`config.mk`:
```
export PLATFORM = sky130hd
export DESIGN_NAME = ppts_div_cell
export DESIGN_NICKNAME = d
export VERILOG_FILES = /design/src/sv/ppts_pkg.sv /design/src/sv/ppts_div_cell.sv
export SDC_FILE = /design/constraint.sdc
export NUM_CORES = 1
export LEC_CHECK = 0
export BUFFER_PORTS_ARGS = -buffer_cell sky130_fd_sc_hd__buf_4
export CAP_MARGIN = 25
export CORE_AREA = 2 2 304 306
export DETAILED_ROUTE_END_ITERATION = 10
export DIE_AREA = 0 0 306 308
export SETUP_SLACK_MARGIN = 0.3
export SLEW_MARGIN = 20
export SYNTH_ARGS = -nofsm -noshare
export SYNTH_HDL_FRONTEND = slang
export SYNTH_SLANG_ARGS = --single-unit
```
`constraint.sdc`:
```
create_clock -name aclk -period 5 [get_ports aclk]
set_clock_uncertainty 0.15 [all_clocks]
set_input_delay 1 -clock aclk [delete_from_list [all_inputs] [get_ports aclk]]
set_output_delay 1 -clock aclk [all_outputs]
set_load 0.02 [all_outputs]
```
`src/sv/ppts_pkg.sv`:
```
package ppts_pkg;

    localparam int W_COORD = 32;
    localparam int W_IDX   = 4;
    localparam int W_SIZE  = 15;
    localparam int N_COEF  = 12;

    localparam logic REQ_LOAD    = 1'b0;
    localparam logic REQ_PROJECT = 1'b1;

    localparam logic [1:0] REG_SCREEN_WIDTH  = 2'd0;
    localparam logic [1:0] REG_SCREEN_HEIGHT = 2'd1;

    typedef struct packed {
        logic               req_type;
        logic [W_IDX-1:0]   coef_index;
        logic signed [31:0] coef_value;
        logic signed [31:0] pos_x;
        logic signed [31:0] pos_y;
        logic signed [31:0] pos_z;
    } in_item_t;

    typedef struct packed {
        logic               visible;
        logic signed [31:0] screen_x;
        logic signed [31:0] screen_y;
    } out_item_t;

endpackage

```
`src/sv/ppts_div_cell.sv`:
```
// One restoring-division step for two quotients side by side.
module ppts_div_cell
    import ppts_pkg::*;
#(
    parameter int NUM_W = 112,
    parameter int DEN_W = 50,
    parameter int CTX_W = 8
) (
    input  logic             aclk,
    input  logic             aresetn,
    input  logic             valid_in,
    input  logic [NUM_W-1:0] numx_in,
    input  logic [NUM_W-1:0] numy_in,
    input  logic [DEN_W:0]   remx_in,
    input  logic [DEN_W:0]   remy_in,
    input  logic [DEN_W-1:0] den_in,
    input  logic [CTX_W-1:0] ctx_in,
    output logic             valid_out,
    output logic [NUM_W-1:0] numx_out,
    output logic [NUM_W-1:0] numy_out,
    output logic [DEN_W:0]   remx_out,
    output logic [DEN_W:0]   remy_out,
    output logic [DEN_W-1:0] den_out,
    output logic [CTX_W-1:0] ctx_out
);

    logic             valid_reg;
    logic [NUM_W-1:0] numx_reg, numy_reg, numx_next, numy_next;
    logic [DEN_W:0]   remx_reg, remy_reg, remx_next, remy_next;
    logic [DEN_W-1:0] den_reg;
    logic [CTX_W-1:0] ctx_reg;
    logic [DEN_W+1:0] shx, shy;

    // shift in the next numerator bit, subtract when it fits, shift in the quotient bit
    always_comb begin
        shx = {remx_in, numx_in[NUM_W-1]};
        shy = {remy_in, numy_in[NUM_W-1]};
        numx_next = {numx_in[NUM_W-2:0], 1'b0};
        numy_next = {numy_in[NUM_W-2:0], 1'b0};
        if (shx >= {2'b00, den_in}) begin
            shx = shx - {2'b00, den_in};
            numx_next[0] = 1'b1;
        end
        if (shy >= {2'b00, den_in}) begin
            shy = shy - {2'b00, den_in};
            numy_next[0] = 1'b1;
        end
        remx_next = shx[DEN_W:0];
        remy_next = shy[DEN_W:0];
    end

    always_ff @(posedge aclk) begin
        if (!aresetn) begin
            valid_reg <= 1'b0;
        end else begin
            valid_reg <= valid_in;
        end
        numx_reg <= numx_next;
        numy_reg <= numy_next;
        remx_reg <= remx_next;
        remy_reg <= remy_next;
        den_reg  <= den_in;
        ctx_reg  <= ctx_in;
    end

    assign valid_out = valid_reg;
    assign numx_out  = numx_reg;
    assign numy_out  = numy_reg;
    assign remx_out  = remx_reg;
    assign remy_out  = remy_reg;
    assign den_out   = den_reg;
    assign ctx_out   = ctx_reg;

endmodule

```
==> results.ini <==
[cells_and_area]
syn_to_final_growth_pct=59.4
final_core_util_pct=26.0
finalNonFillerCells=3523
finalNetCount=2780
fin_area_sq_um=23700
drive_gt1_share_pct=38.4

[cts]
numCtsBuffers=49
post_cts_resized=0
htree_num_levels=2
tritoncts=yes
root_buffer=clkbuf_16
hold_buffers=0
post_cts_buffers=0
cts_buffer_depth=3
cts_sinks=385
clk_pin_slew_worst_paths_ns=0.06

[die]
pin_count=772
initial_utilization_pct=16.3
core_area_sq_um=91000
core.rowCount=111
dieHeight_um=308
die_w_um=306
dieArea_sq_um=94200

[timing]
whs_ns=0.310
slew_violations=0
fin_crit_ns=4.03
tns_ns=0
finalHoldViolCount=0
worst_pin_slew_ns=0.735
finalSetupViolCount=0
finalCritPeriodShare_pct=80.6
slew_headroom_pct=50.3
rsz0062_at_grt=no
fmaxAchievable_ghz=0.248

[detailed_routing]
drtIter0Drc=875
first_pass_iters=4
wl_per_cell_um=25.8
drc=0
wl_um=90900
vias=14500
ant_nets=0
vias_per_cell=4.10

[worst_setup_path]
cp.arrival_ns=4.40
crit_type=in -> reg
cp-start-kind=input pin
cp-end-kind=flip-flop
crit_fanout=8
crit_required_ns=5.37
crit_path_start=den_in[9]

[global_routing]
grt_pass1_wl_um=118000
first_global_vias=14200
met3_usage_pct=4.71
grtUsageMet2_pct=37.0
busiest_layer=met2
gr-usage-all-layers_pct=18.5
use_met1_pct=17.5
grt_max_degree=50
antenna_found_initial=48
grt-ovfl-total=0

[place]
placedInstanceArea_sq_um=22000
post-dp-hpwl_um=79000
dp_cells=3426
finalWeightedCongestion=0.901
io_buffers=771

[job]
cap_violations=0

[power]
cellPowerDensity_nw_per_um2=402
ir_worst_vdd_uv=239
leakagePower_nw=11.0

[synth]
syn_area_sq_um=14800
synth-edff-count=0
syn-num-nets=2001
synthCells=1512
ys_ff_latch=385
synth.distinct_cells=63
synth_warnings=0
synthFlopType=dfxtp_1
avgSynthCellArea_sq_um=9.82
async_flop_share_pct=0
synth_seq_area_share_pct=51.9

[hold_path]
worst_hold_path_type=in -> reg
hold_start=numy_in[99]
hold_end=numy_out[100]
hold_depth=1

[status]
outcome=finished, final reports clean

[layout make-up]
| cell class | count | area (sq um) |
|---|---|---|
| diodes | 9 | 22.5 |
| clock buffers | 61 | 1310 |
| clock inverters | 27 | 315 |
| fillers | 9819 | 67300 |
| inverters | 64 | 240 |
| multi-input cells | 1000 | 6620 |
| flip-flops and latches | 385 | 7710 |
| well taps | 1186 | 1480 |
| repair buffers | 791 | 5960 |
[worst max path at each step]
stage,endpoint,slack [ns],cells after the start
floorplan,remy_out[10],1.07,13
global placement,remx_out[49],0.36,14
detailed placement,remx_out[49],0.32,14
CTS,remx_out[49],1.01,14
global route,remy_out[34],0.80,13
finish,remx_out[49],0.97,14
[kinds of logic (layout without fill, tap and decap cells)]
kind of cell    count (synthesis)  in the layout  synth area share (%)
compound gates                416            416                  17.4
flops                         385            385                  51.9
simple gates                  369            369                  11.5
buf+inv                       127            943                  3.53
fa+ha+maj                     102            102                  8.70
xor+xnor                       92             92                  5.43
mux                            21             21                  1.59
other cells                     0              9                     0
[report_power, final]
part / leakage, nW / switching, mW / total (mW) / internal [mW]
logic: 7.00 / 1.39 / 2.39 / 0.996
clock network: 0.784 / 1.53 / 3.62 / 2.09
registers: 3.25 / 0.116 / 3.50 / 3.39
total: 11.0 / 3.04 / 9.51 / 6.47
[per-stage QoR]
step                      total power, mW  setup WS, ns
after floorplan                      4.72          1.07
after global placement               5.98         0.360
after detailed placement             5.97         0.322
after CTS                            9.69          1.01
after global routing                 9.92         0.797
final                                9.51         0.969
[worst max-delay path, cell delays in order]
cell	delay, ns
buf_4	0.08
inv_1	0.06
ha_1	0.51
nand4_1	0.31
or3_1	0.42
a21oi_1	0.25
buf_4	0.19
a211o_1	0.19
o31ai_2	0.10
o31ai_2	0.42
a21oi_1	0.25
o21ai_0	0.26
xor2_1	0.09
mux2_2	0.26
[sequential cells by signal, summed over array words and instances (netlist names)]
name,cells
remy_out,51
remx_out,51
den_out,50
numy_out,112
ctx_out,8
numx_out,112
valid_out,1
[routing by layer]
layer  wire [um]  vias to the layer above
met1       30100                     6720
met2       50200                      701
met5          41                        -
met3        6360                      179
met4        4210                        6
li1            -                     6854
[cells in the mapped netlist (10+ instances only)]
cell type / count / share of area (%)
and3_1: 10 / 0.42
ha_1: 100 / 8.4
a21oi_1: 187 / 6.3
o21ai_0: 56 / 1.9
o21a_1: 19 / 0.96
a21o_1: 50 / 2.5
mux2_1: 19 / 1.4
o211ai_1: 10 / 0.51
clkbuf_1: 39 / 0.99
xor2_1: 46 / 2.7
nor2b_1: 14 / 0.59
a31oi_1: 13 / 0.55
buf_2: 17 / 0.57
nor3_1: 18 / 0.61
nand4_1: 37 / 1.6
nand2_1: 89 / 2.3
o21bai_1: 17 / 0.86
dfxtp_1: 385 / 52
nor2_1: 143 / 3.6
xnor2_1: 46 / 2.7
inv_1: 63 / 1.6
nand3_1: 19 / 0.64
[layout by cell type (no fill, tap or decap), types with 37 or more instances in the layout]
cell	synthesis	final
xnor2_1	46	46
ha_1	100	100
clkbuf_16	0	49
inv_1	63	63
a21o_1	50	50
a21oi_1	187	187
o21ai_0	56	56
nand4_1	37	37
nor2_1	143	143
dfxtp_1	385	385
xor2_1	46	46
buf_4	7	789
nand2_1	89	89
Note: power is estimated with default switching activity, not from simulation.
